--- src/rtl/core/etu_pkg.sv ---
// Shared types, constants and character classes of the expression tokenizer.
// Used by the controller, the datapath and the top level; depends on nothing.
package etu_pkg;

	localparam int LA_DEPTH = 8;
	localparam int PC_W     = $clog2(LA_DEPTH + 1);
	localparam int IDX_W    = $clog2(LA_DEPTH);
	localparam int CNT_W    = 16;
	localparam logic [CNT_W-1:0] CNT_MAX = '1;

	localparam logic [2:0] KIND_NUMBER  = 3'd0;
	localparam logic [2:0] KIND_SYMBOL  = 3'd1;
	localparam logic [2:0] KIND_WORD    = 3'd2;
	localparam logic [2:0] KIND_NEWLINE = 3'd3;
	localparam logic [2:0] KIND_COMMA   = 3'd4;

	localparam int NUM_KW = 9;
	localparam int KW_MAX = 5;
	localparam logic [7:0] KW_TEXT [NUM_KW][KW_MAX] = '{
		'{8'h70, 8'h69, 8'h00, 8'h00, 8'h00},   // pi
		'{8'h73, 8'h69, 8'h6e, 8'h00, 8'h00},   // sin
		'{8'h63, 8'h6f, 8'h73, 8'h00, 8'h00},   // cos
		'{8'h74, 8'h61, 8'h6e, 8'h00, 8'h00},   // tan
		'{8'h6c, 8'h6f, 8'h67, 8'h00, 8'h00},   // log
		'{8'h6c, 8'h6e, 8'h00, 8'h00, 8'h00},   // ln
		'{8'h73, 8'h71, 8'h72, 8'h74, 8'h00},   // sqrt
		'{8'h61, 8'h62, 8'h73, 8'h00, 8'h00},   // abs
		'{8'h61, 8'h74, 8'h61, 8'h6e, 8'h32}    // atan2
	};
	localparam logic [2:0] KW_LEN [NUM_KW] = '{3'd2, 3'd3, 3'd3, 3'd3, 3'd3, 3'd2, 3'd4, 3'd3, 3'd5};

	typedef enum logic [2:0] {
		MODE_IDLE  = 3'd0,
		MODE_INT   = 3'd1,
		MODE_FRAC  = 3'd2,
		MODE_EXP   = 3'd3,
		MODE_IDENT = 3'd4,
		MODE_BLANK = 3'd5
	} mode_t;

	typedef struct packed {
		logic [2:0]       kind;
		logic [CNT_W-1:0] line;
		logic [CNT_W-1:0] col;
		logic [CNT_W-1:0] len;
		logic [7:0]       first;
		logic             err;
		logic             last;
	} result_t;

	typedef struct packed {
		logic load;
		logic step;
		logic finish;
	} cmd_t;

	typedef struct packed {
		logic done;
		logic emit;
		logic held_v;
		logic slot_free;
		logic end_push;
	} status_t;

	function automatic logic is_digit(input logic [7:0] c);
		return (c >= 8'h30) && (c <= 8'h39);
	endfunction

	function automatic logic is_letter(input logic [7:0] c);
		return ((c >= 8'h61) && (c <= 8'h7a)) || ((c >= 8'h41) && (c <= 8'h5a));
	endfunction

	function automatic logic is_word(input logic [7:0] c);
		return is_digit(c) || is_letter(c) || (c == 8'h5f);
	endfunction

	function automatic logic is_blank(input logic [7:0] c);
		return (c == 8'h20) || (c == 8'h09) || (c == 8'h0d);
	endfunction

	function automatic logic is_symbol(input logic [7:0] c);
		return (c == 8'h21) || (c == 8'h3d) || (c == 8'h2b) || (c == 8'h2d) || (c == 8'h2a) ||
			(c == 8'h2f) || (c == 8'h5e) || (c == 8'h28) || (c == 8'h29);
	endfunction

	function automatic logic [CNT_W-1:0] sat_add(input logic [CNT_W-1:0] v, input logic [2:0] k);
		logic [CNT_W:0] s;
		s = {1'b0, v} + {{(CNT_W-2){1'b0}}, k};
		return s[CNT_W] ? CNT_MAX : s[CNT_W-1:0];
	endfunction

endpackage

--- src/rtl/core/etu_ctrl.sv ---
// Sequencer of the tokenizer: accepts a byte, runs scan steps, closes the item.
// Depends on etu_pkg for the command and status structs.
module etu_ctrl (
	input  logic             clk,
	input  logic             arst_n,
	input  logic             s_tvalid,
	output logic             s_tready,
	input  etu_pkg::status_t st,
	output etu_pkg::cmd_t    cmd
);

	typedef enum logic [2:0] {
		S_IDLE = 3'b001,
		S_SCAN = 3'b010,
		S_END  = 3'b100
	} state_t;

	state_t state_q, state_d;

	always_comb begin
		state_d    = state_q;
		cmd        = '0;
		s_tready   = 1'b0;
		case (state_q)
			S_IDLE: begin
				s_tready = 1'b1;
				if (s_tvalid) begin
					cmd.load = 1'b1;
					state_d  = S_SCAN;
				end
			end
			S_SCAN: begin
				if (st.done) begin
					state_d = S_END;
				end else if (!(st.emit && st.held_v && !st.slot_free)) begin
					cmd.step = 1'b1;
				end
			end
			S_END: begin
				if (!st.end_push || st.slot_free) begin
					cmd.finish = 1'b1;
					state_d    = S_IDLE;
				end
			end
			default: state_d = S_IDLE;
		endcase
	end

	always_ff @(posedge clk or negedge arst_n) begin
		if (!arst_n) state_q <= S_IDLE;
		else         state_q <= state_d;
	end

endmodule

--- src/rtl/core/etu_dp.sv ---
// Datapath of the tokenizer: pending buffer, counters, rule decode and result registers.
// Depends on etu_pkg; driven by etu_ctrl through cmd_t and reports through status_t.
module etu_dp (
	input  logic                    clk,
	input  logic                    arst_n,
	input  etu_pkg::cmd_t           cmd,
	output etu_pkg::status_t        st,
	input  logic [7:0]              in_char,
	input  logic                    in_last,
	output logic                    out_valid,
	input  logic                    out_ready,
	output etu_pkg::result_t        out_res
);

	logic [7:0]                 buf_q [etu_pkg::LA_DEPTH];
	logic [etu_pkg::PC_W-1:0]   pc_q;
	etu_pkg::mode_t             mode_q;
	logic [etu_pkg::CNT_W-1:0]  line_q, col_q, tstart_q, tlen_q;
	logic [7:0]                 ofirst_q;
	logic                       err_q, final_q, was_lat_q, any_q;
	etu_pkg::result_t           held_q, out_q;
	logic                       held_v_q, out_v_q;

	// Decode of one scan step.
	logic                       done, emit, tlen_add, open_run, newline, set_err;
	logic [2:0]                 cons_k;
	etu_pkg::mode_t             mode_d;
	etu_pkg::result_t           e_res;
	logic [7:0]                 c, c1;
	logic                       kw_wait, kw_hit;
	logic [2:0]                 kw_len;
	logic                       x_wait;
	logic [2:0]                 x_len;
	logic                       slot_free;

	assign c  = buf_q[0];
	assign c1 = buf_q[1];
	assign slot_free = !out_v_q || out_ready;

	// Keyword match; the earliest keyword in list order that completes wins.
	always_comb begin
		logic fail;
		kw_wait = 1'b0;
		kw_hit  = 1'b0;
		kw_len  = '0;
		for (int k = etu_pkg::NUM_KW - 1; k >= 0; k--) begin
			fail = 1'b0;
			for (int i = 0; i < etu_pkg::KW_MAX; i++) begin
				if (i < int'(etu_pkg::KW_LEN[k]) && i < int'(pc_q) &&
					buf_q[i] != etu_pkg::KW_TEXT[k][i]) fail = 1'b1;
			end
			if (!fail) begin
				if (int'(pc_q) < int'(etu_pkg::KW_LEN[k])) begin
					if (!final_q) kw_wait = 1'b1;
				end else if (int'(pc_q) > int'(etu_pkg::KW_LEN[k])) begin
					if (!etu_pkg::is_word(buf_q[etu_pkg::KW_LEN[k]])) begin
						kw_hit = 1'b1;
						kw_len = etu_pkg::KW_LEN[k];
					end
				end else if (final_q) begin
					kw_hit = 1'b1;
					kw_len = etu_pkg::KW_LEN[k];
				end else begin
					kw_wait = 1'b1;
				end
			end
		end
	end

	// Exponent head: e followed by a digit, or by a sign and a digit.
	always_comb begin
		x_wait = 1'b0;
		x_len  = '0;
		if (pc_q < etu_pkg::PC_W'(2)) begin
			x_wait = !final_q;
		end else if (etu_pkg::is_digit(c1)) begin
			x_len = 3'd2;
		end else if (c1 == 8'h2b || c1 == 8'h2d) begin
			if (pc_q < etu_pkg::PC_W'(3)) x_wait = !final_q;
			else if (etu_pkg::is_digit(buf_q[2])) x_len = 3'd3;
		end
	end

	always_comb begin
		logic close_run;
		logic [2:0] close_kind;
		logic now_tok;
		logic [2:0] now_kind;
		logic [2:0] now_len;
		done       = 1'b0;
		emit       = 1'b0;
		tlen_add   = 1'b0;
		open_run   = 1'b0;
		newline    = 1'b0;
		set_err    = 1'b0;
		cons_k     = '0;
		mode_d     = mode_q;
		close_run  = 1'b0;
		close_kind = etu_pkg::KIND_NUMBER;
		now_tok    = 1'b0;
		now_kind   = etu_pkg::KIND_NUMBER;
		now_len    = 3'd1;
		e_res      = '0;
		e_res.line = line_q;
		if (err_q) begin
			done = 1'b1;
		end else if (mode_q != etu_pkg::MODE_IDLE) begin
			if (pc_q == '0) begin
				if (!final_q) done = 1'b1;
				else if (mode_q == etu_pkg::MODE_BLANK) mode_d = etu_pkg::MODE_IDLE;
				else begin
					close_run  = 1'b1;
					close_kind = (mode_q == etu_pkg::MODE_IDENT) ?
						etu_pkg::KIND_WORD : etu_pkg::KIND_NUMBER;
				end
			end else begin
				case (mode_q)
					etu_pkg::MODE_INT, etu_pkg::MODE_FRAC: begin
						if (etu_pkg::is_digit(c)) begin
							tlen_add = 1'b1; cons_k = 3'd1;
						end else if (c == 8'h2e && mode_q == etu_pkg::MODE_INT) begin
							tlen_add = 1'b1; cons_k = 3'd1; mode_d = etu_pkg::MODE_FRAC;
						end else if (c == 8'h65 || c == 8'h45) begin
							if (x_wait) done = 1'b1;
							else if (x_len != '0) begin
								tlen_add = 1'b1; cons_k = x_len; mode_d = etu_pkg::MODE_EXP;
							end else close_run = 1'b1;
						end else close_run = 1'b1;
					end
					etu_pkg::MODE_EXP: begin
						if (etu_pkg::is_digit(c)) begin
							tlen_add = 1'b1; cons_k = 3'd1;
						end else close_run = 1'b1;
					end
					etu_pkg::MODE_IDENT: begin
						if (etu_pkg::is_word(c)) begin
							tlen_add = 1'b1; cons_k = 3'd1;
						end else begin
							close_run = 1'b1; close_kind = etu_pkg::KIND_WORD;
						end
					end
					default: begin
						if (etu_pkg::is_blank(c)) cons_k = 3'd1;
						else mode_d = etu_pkg::MODE_IDLE;
					end
				endcase
			end
		end else if (pc_q == '0) begin
			done = 1'b1;
		end else if (etu_pkg::is_digit(c)) begin
			open_run = 1'b1; cons_k = 3'd1; mode_d = etu_pkg::MODE_INT;
		end else if (etu_pkg::is_symbol(c)) begin
			now_tok = 1'b1; now_kind = etu_pkg::KIND_SYMBOL;
		end else if (etu_pkg::is_letter(c)) begin
			if (kw_hit) begin
				now_tok = 1'b1; now_kind = etu_pkg::KIND_WORD; now_len = kw_len;
			end else if (kw_wait) done = 1'b1;
			else if (pc_q < etu_pkg::PC_W'(2) && !final_q) done = 1'b1;
			else if (pc_q >= etu_pkg::PC_W'(2) && c1 == 8'h5f) begin
				open_run = 1'b1; cons_k = 3'd2; mode_d = etu_pkg::MODE_IDENT;
			end else begin
				now_tok = 1'b1; now_kind = etu_pkg::KIND_WORD;
			end
		end else if (c == 8'h5f) begin
			open_run = 1'b1; cons_k = 3'd1; mode_d = etu_pkg::MODE_IDENT;
		end else if (c == 8'h0a) begin
			newline     = 1'b1;
			emit        = 1'b1;
			e_res.kind  = etu_pkg::KIND_NEWLINE;
			e_res.col   = col_q;
			e_res.len   = etu_pkg::CNT_W'(1);
			e_res.first = c;
		end else if (etu_pkg::is_blank(c)) begin
			cons_k = 3'd1; mode_d = etu_pkg::MODE_BLANK;
		end else if (c == 8'h2c) begin
			now_tok = 1'b1; now_kind = etu_pkg::KIND_COMMA;
		end else begin
			// Unexpected character: report it and ignore the rest of the text.
			set_err     = 1'b1;
			emit        = 1'b1;
			mode_d      = etu_pkg::MODE_IDLE;
			e_res.kind  = etu_pkg::KIND_NUMBER;
			e_res.col   = col_q;
			e_res.first = c;
			e_res.err   = 1'b1;
			e_res.last  = 1'b1;
		end
		if (close_run) begin
			emit        = 1'b1;
			mode_d      = etu_pkg::MODE_IDLE;
			e_res.kind  = close_kind;
			e_res.col   = tstart_q;
			e_res.len   = tlen_q;
			e_res.first = ofirst_q;
		end
		if (now_tok) begin
			emit        = 1'b1;
			cons_k      = now_len;
			e_res.kind  = now_kind;
			e_res.col   = col_q;
			e_res.len   = etu_pkg::CNT_W'(now_len);
			e_res.first = c;
		end
	end

	assign st.done      = done;
	assign st.emit      = emit;
	assign st.held_v    = held_v_q;
	assign st.slot_free = slot_free;
	assign st.end_push  = held_v_q || (final_q && !any_q && !was_lat_q);

	// Pending buffer: payload only, entries are read only after being written.
	always_ff @(posedge clk) begin
		logic [etu_pkg::PC_W:0] src;
		if (cmd.load) begin
			if (!err_q && pc_q < etu_pkg::PC_W'(etu_pkg::LA_DEPTH))
				buf_q[pc_q[etu_pkg::IDX_W-1:0]] <= in_char;
		end else if (cmd.step && (cons_k != '0 || newline)) begin
			for (int i = 0; i < etu_pkg::LA_DEPTH; i++) begin
				src = (etu_pkg::PC_W+1)'(i) + (etu_pkg::PC_W+1)'(newline ? 3'd1 : cons_k);
				if (src < (etu_pkg::PC_W+1)'(etu_pkg::LA_DEPTH))
					buf_q[i] <= buf_q[src[etu_pkg::IDX_W-1:0]];
			end
		end
	end

	always_ff @(posedge clk or negedge arst_n) begin
		if (!arst_n) begin
			pc_q      <= '0;
			mode_q    <= etu_pkg::MODE_IDLE;
			line_q    <= etu_pkg::CNT_W'(1);
			col_q     <= '0;
			tstart_q  <= '0;
			tlen_q    <= '0;
			ofirst_q  <= '0;
			err_q     <= 1'b0;
			final_q   <= 1'b0;
			was_lat_q <= 1'b0;
			any_q     <= 1'b0;
			held_v_q  <= 1'b0;
			out_v_q   <= 1'b0;
		end else begin
			if (out_ready) out_v_q <= 1'b0;
			if (cmd.load) begin
				final_q   <= in_last;
				was_lat_q <= err_q;
				any_q     <= 1'b0;
				if (!err_q && pc_q < etu_pkg::PC_W'(etu_pkg::LA_DEPTH)) pc_q <= pc_q + 1'b1;
			end
			if (cmd.step) begin
				mode_q <= mode_d;
				if (emit) begin
					any_q    <= 1'b1;
					held_v_q <= 1'b1;
					if (held_v_q) out_v_q <= 1'b1;
				end
				if (set_err) begin
					err_q <= 1'b1;
					pc_q  <= '0;
				end else if (newline) begin
					pc_q   <= pc_q - 1'b1;
					line_q <= etu_pkg::sat_add(line_q, 3'd1);
					col_q  <= '0;
				end else begin
					pc_q  <= pc_q - etu_pkg::PC_W'(cons_k);
					col_q <= etu_pkg::sat_add(col_q, cons_k);
				end
				if (open_run) begin
					tstart_q <= col_q;
					ofirst_q <= c;
					tlen_q   <= etu_pkg::CNT_W'(cons_k);
				end else if (tlen_add) begin
					tlen_q <= etu_pkg::sat_add(tlen_q, cons_k);
				end
			end
			if (cmd.finish) begin
				if (held_v_q) begin
					out_v_q  <= 1'b1;
					held_v_q <= 1'b0;
				end else if (st.end_push) begin
					out_v_q <= 1'b1;
				end
				if (final_q) begin
					pc_q     <= '0;
					mode_q   <= etu_pkg::MODE_IDLE;
					line_q   <= etu_pkg::CNT_W'(1);
					col_q    <= '0;
					tstart_q <= '0;
					tlen_q   <= '0;
					ofirst_q <= '0;
					err_q    <= 1'b0;
				end
			end
		end
	end

	// Result payload registers.
	always_ff @(posedge clk) begin
		if (cmd.step && emit) begin
			held_q <= e_res;
			if (held_v_q) out_q <= held_q;
		end
		if (cmd.finish) begin
			if (held_v_q) begin
				out_q      <= held_q;
				out_q.last <= held_q.last | final_q;
			end else if (st.end_push) begin
				out_q      <= '0;
				out_q.line <= line_q;
				out_q.col  <= col_q;
				out_q.last <= 1'b1;
			end
		end
	end

	assign out_valid = out_v_q;
	assign out_res   = out_q;

endmodule

--- src/rtl/core/expression_tokenizer_unit.sv ---
// Expression tokenizer: one source byte in per beat, token beats out.
// Usage: s_tdata carries one byte of text and s_tlast marks the final byte of a
// text. Each accepted beat is scanned from a pending buffer of up to eight bytes;
// the scan sequencer makes one rule decision per scan step until no further step
// can be resolved, then closes the item.
// The input is taken only while the sequencer is idle between items.
// Results pass through a one-entry holding register and an output register, so
// a token appears on the master side once the next token or the end of its item
// is known; m_tlast marks the last beat of a text, and a lex_error beat in m_tuser
// ends the text early, after which input up to s_tlast yields no beats.
// A text that ends with no token in its final item yields an end-marker beat.
// When a scan step would move a token into the output register while it is full and
// m_tready is low, the sequencer holds that step until it drains; no beat is lost.
// Reset clears the scanner to line 1, column 0, with no pending bytes.
module expression_tokenizer_unit (
	input  logic        clk,
	input  logic        arst_n,
	input  logic        s_tvalid,
	output logic        s_tready,
	input  logic [7:0]  s_tdata,   // [7:0] char_code
	input  logic        s_tlast,
	output logic        m_tvalid,
	input  logic        m_tready,
	output logic [55:0] m_tdata,   // [15:0] line_no, [31:16] column_no,
	                               // [47:32] token_length, [55:48] first_byte
	output logic [3:0]  m_tuser,   // [2:0] token_kind, [3] lex_error
	output logic        m_tlast
);

	etu_pkg::cmd_t    cmd;
	etu_pkg::status_t st;
	etu_pkg::result_t res;

	etu_ctrl u_ctrl (
		.clk      (clk),
		.arst_n   (arst_n),
		.s_tvalid (s_tvalid),
		.s_tready (s_tready),
		.st       (st),
		.cmd      (cmd)
	);

	etu_dp u_dp (
		.clk       (clk),
		.arst_n    (arst_n),
		.cmd       (cmd),
		.st        (st),
		.in_char   (s_tdata),
		.in_last   (s_tlast),
		.out_valid (m_tvalid),
		.out_ready (m_tready),
		.out_res   (res)
	);

	assign m_tdata = {res.first, res.len, res.col, res.line};
	assign m_tuser = {res.err, res.kind};
	assign m_tlast = res.last;

endmodule

--- config.mk ---
export PLATFORM = sky130hd
export DESIGN_NAME = expression_tokenizer_unit
export DESIGN_NICKNAME = d
export VERILOG_FILES = /design/src/rtl/core/etu_pkg.sv /design/src/rtl/core/etu_ctrl.sv /design/src/rtl/core/etu_dp.sv /design/src/rtl/core/expression_tokenizer_unit.sv
export SDC_FILE = /design/constraint.sdc
export NUM_CORES = 1
export LEC_CHECK = 0
export BUFFER_PORTS_ARGS = -buffer_cell sky130_fd_sc_hd__buf_2
export CAP_MARGIN = 0
export CORE_AREA = 2 2 179 181
export CTS_CLUSTER_DIAMETER = 150
export DETAILED_ROUTE_END_ITERATION = 6
export DIE_AREA = 0 0 181 183
export PLACE_DENSITY = 0.8
export SYNTH_ARGS = -nofsm -noshare
export SYNTH_HDL_FRONTEND = slang
export SYNTH_SLANG_ARGS = --single-unit
export TNS_END_PERCENT = 20
--- constraint.sdc ---
create_clock -name clk -period 4.8 [get_ports clk]
set_clock_uncertainty 0.05 [all_clocks]
set_input_delay 0.48 -clock clk [delete_from_list [all_inputs] [get_ports clk]]
set_output_delay 0.48 -clock clk [all_outputs]
set_load 0.05 [all_outputs]
==> impl_metrics.py <==
metrics = {
    "status": {
        "outcome": "finished clean",
    },
    "cts": {
        "tritoncts": "done",
        "clock_latency_ps": 580,
        "clock_sinks": 273,
        "cts_buffers": 30,
        "clockRootBuffer": "clkbuf_16",
        "clk_pin_slew_ps": 70,
        "htree_levels": 1,
        "clk_path_buf_depth": 3,
    },
    "drt": {
        "drc_errors": 0,
        "wl_per_cell_um": 22.6,
        "drt_iter0_markers": 1731,
        "antenna_left": 0,
        "dr.pass1.iters": 6,
        "routed_via_density": 6.62,
        "drt_wl_total_um": 56900,
        "via_count": 16700,
    },
    "finish": {
        "final_common_cell": "nand2_1",
        "fin_nets": 2130,
        "final_cell_mix": "nand2_1, nor2_1, buf_4",
        "synthToLayoutAreaGrowth_pct": 17.4,
        "drive_above_1_share_pct": 21.0,
        "antenna_cells": 0,
        "fin_cells": 2519,
        "fin_util_pct": 65.7,
        "ff_latch_area_um2": 7150,
        "fillers": 2515,
        "final_cell_area_um2": 20500,
        "multi_input_area_um2": 9650,
    },
    "logic_synthesis": {
        "synth_edf_count": 124,
        "avgSynthCellArea_um2": 8.98,
        "postSynthCellCount": 1945,
        "ys_seq_elements": 273,
        "yosys.area_share.simple_pct": 20.3,
        "synthDistinctLibCells": 112,
        "synth_top_area_share_pct": 21.3,
        "synth_warnings": 0,
        "synth-xor-area-share_pct": 0.401,
        "synth_compound_area_share_pct": 22.8,
        "yosys-mux-area-fraction_pct": 8.52,
        "ys_seq_area_share_pct": 40.9,
        "async_reset_ff_share_pct": 32.2,
        "synth_top_area_cell": "edfxtp_1",
        "synth_top_family_by_area": "compound AO/OA/AOI/OAI gates",
        "syn_area_um2": 17500,
        "syn-num-nets": 1982,
        "yosys_most_used_dff": "edfxtp_1",
        "synth_fa_ha_area_share_pct": 1.85,
        "synth_area_leaders": "edfxtp_1, dfrtp_1, mux2i_1",
    },
    "place": {
        "place_hpwl_um": 41300,
        "gp_congestion": 0.983,
        "io_buffers": 75,
        "place_inst": 2461,
        "dpl-instance-area_um2": 19300,
    },
    "sta": {
        "tightest_slew_ps": 1240,
        "max_freq_mhz": 214,
        "maxSlewViolCount": 0,
        "fin_crit_sh_pct": 97.4,
        "min_period_ps": 4680,
        "setup_tns_ps": 0,
        "worst_slew_margin_rel_pct": 17.4,
        "rsz0062_at_grt": "no",
        "hold_viol": 0,
        "setup_viol": 0,
    },
    "global_routing": {
        "grt_overflow": 0,
        "antenna_found_initial": 0,
        "grt_pass1_wl_um": 88500,
        "grt_pass1_vias": 15600,
        "grtUsageTotal_pct": 33.7,
        "grt_max_degree": 61,
    },
    "critical_path": {
        "timing.rr.start": "u_dp.buf_q[0][7]",
        "worstPathArrival_ps": 4940,
        "path_max_fanout": 18,
        "timing.rr.end": "u_dp.buf_q[7][4]",
        "r2r_setup_slack_ps": 120,
        "critPathLaunchType": "flop",
        "path_class": "flop to flop",
        "cp-end-kind": "flop",
        "worstPathRequired_ps": 5060,
        "reg2regPathDepth": 18,
    },
    "power_and_ir_drop": {
        "power_w": 0.0121,
        "powerDensity_nw_per_um2": 591,
        "p_leak_nw": 8.35,
        "peakVddDrop_mv": 0.385,
    },
    "die": {
        "core-area_um2": 31200,
        "dieArea_um2": 33100,
        "io_pins": 76,
        "die_w_um": 181,
        "rows": 65,
        "start_util_pct": 55.9,
        "die_h_um": 183,
    },
    "min_path": {
        "hold_path.class": "input pin to flop",
        "min_path_cells": 2,
        "holdPathEnd": "u_dp.final_q",
        "worstHoldStart": "s_tlast",
    },
    "job": {
        "cap_violations": 0,
    },
}
==> synth_stat cells (9+ instances only) <==
library cell,instances
and2_1,24
inv_1,42
o31ai_1,9
mux2_2,13
a22o_1,27
o21ai_0,76
buf_4,10
a311oi_1,11
a21oi_1,135
a31oi_1,26
nor2b_1,14
dfxtp_1,61
a221oi_2,27
nand2_1,253
nor2_1,217
a211oi_1,41
a21o_1,9
clkbuf_1,80
o21ai_1,36
o22ai_1,43
nor4_1,9
a2111oi_0,10
or3_1,12
edfxtp_1,124
o211ai_1,9
nor3_1,47
nand2b_1,14
dfrtp_1,86
nand3_1,43
buf_2,53
a22oi_1,13
and3_1,24
mux2i_1,127
ha_1,21
==> flip-flops by register name (all words and copies together) (netlist names), 3 cells and up <==
name	count
u_ctrl.state_q	3
u_dp.buf_q	64
u_dp.col_q	16
u_dp.held_q	60
u_dp.line_q	16
u_dp.mode_q	3
u_dp.ofirst_q	8
u_dp.out_res	61
u_dp.pc_q	4
u_dp.tlen_q	16
u_dp.tstart_q	16
==> per-layer routing <==
| metal | wire, µm | up-vias | global-route usage [%] |
|---|---|---|---|
| met5 | 0 | - | 0 |
| met4 | 2960 | 0 | 15.5 |
| met3 | 5010 | 211 | 5.04 |
| met2 | 26400 | 959 | 55.9 |
| met1 | 22500 | 7962 | 43.8 |
| li1 | - | 7536 | - |
==> cells by family after synthesis <==
| logic type | Yosys count |
|---|---|
| and+or+nand+nor | 739 |
| xor gates and xnor gates | 8 |
| AOI/OAI and AO/OA | 556 |
| adders and majority gates | 24 |
| muxes | 144 |
| DFF | 273 |
| buffers and inverters | 201 |
==> critical path, stage by stage (launching register included) <==
cell and delay (ps):
edfxtp_1 570, nand4b_1 270, o41ai_1 380, buf_4 190, a22oi_2 100, or3_4 440
and3_1 210, a311o_2 460, buf_4 190, inv_1 80, ha_1 210, and2_1 210
nor2_4 60, buf_12 160, buf_4 170, nor2_1 100, a211oi_1 60, a2111oi_0 410
a21oi_1 70
==> worst max path at each step <==
stage,slack (ps),from,endpoint
2_1_floorplan,-10,u_dp.pc_q[1],u_dp.buf_q[7][0]
6_report,120,u_dp.buf_q[0][7],u_dp.buf_q[7][4]
4_1_cts,50,u_dp.buf_q[0][7],u_dp.col_q[7]
5_1_grt,0.5,u_dp.buf_q[0][7],u_dp.tlen_q[13]
3_5_place_dp,-130,u_dp.pc_q[0],u_dp.buf_q[1][5]
3_3_place_gp,-130,u_dp.pc_q[0],u_dp.buf_q[1][5]
==> through the flow <==
stage          setup slack (ps)  hold slack (ps)
2_1_floorplan             -10.2              134
3_3_place_gp               -131              395
3_5_place_dp               -131              401
4_1_cts                    49.3              114
5_1_grt                   0.532              136
6_report                    123              133
==> area by class of cell <==
class	instances	area share, %
Inverter	44	0.805
Multi-Input combinational cell	1471	47.1
Tap cell	402	2.45
Sequential cell	273	34.9
Timing Repair Buffer	273	9.84
Clock buffer	39	3.98
Clock inverter	17	0.970
==> repair_timing <==
item,in CTS,in global routing
endpoints found under the setup margin,20,115
pin swaps,0,10
gates resized for setup,3,36
endpoints found under the hold margin,36,0
hold buffers,1,0
buffers inserted,0,1
==> where the power goes <==
part | switching, W | total [W] | internal (W)
clock | 0.000997 | 0.00237 | 0.00137
combinational | 0.00409 | 0.00645 | 0.00236
sequential | 0.000390 | 0.00330 | 0.00291
Note: power is estimated with default switching activity, not from simulation.
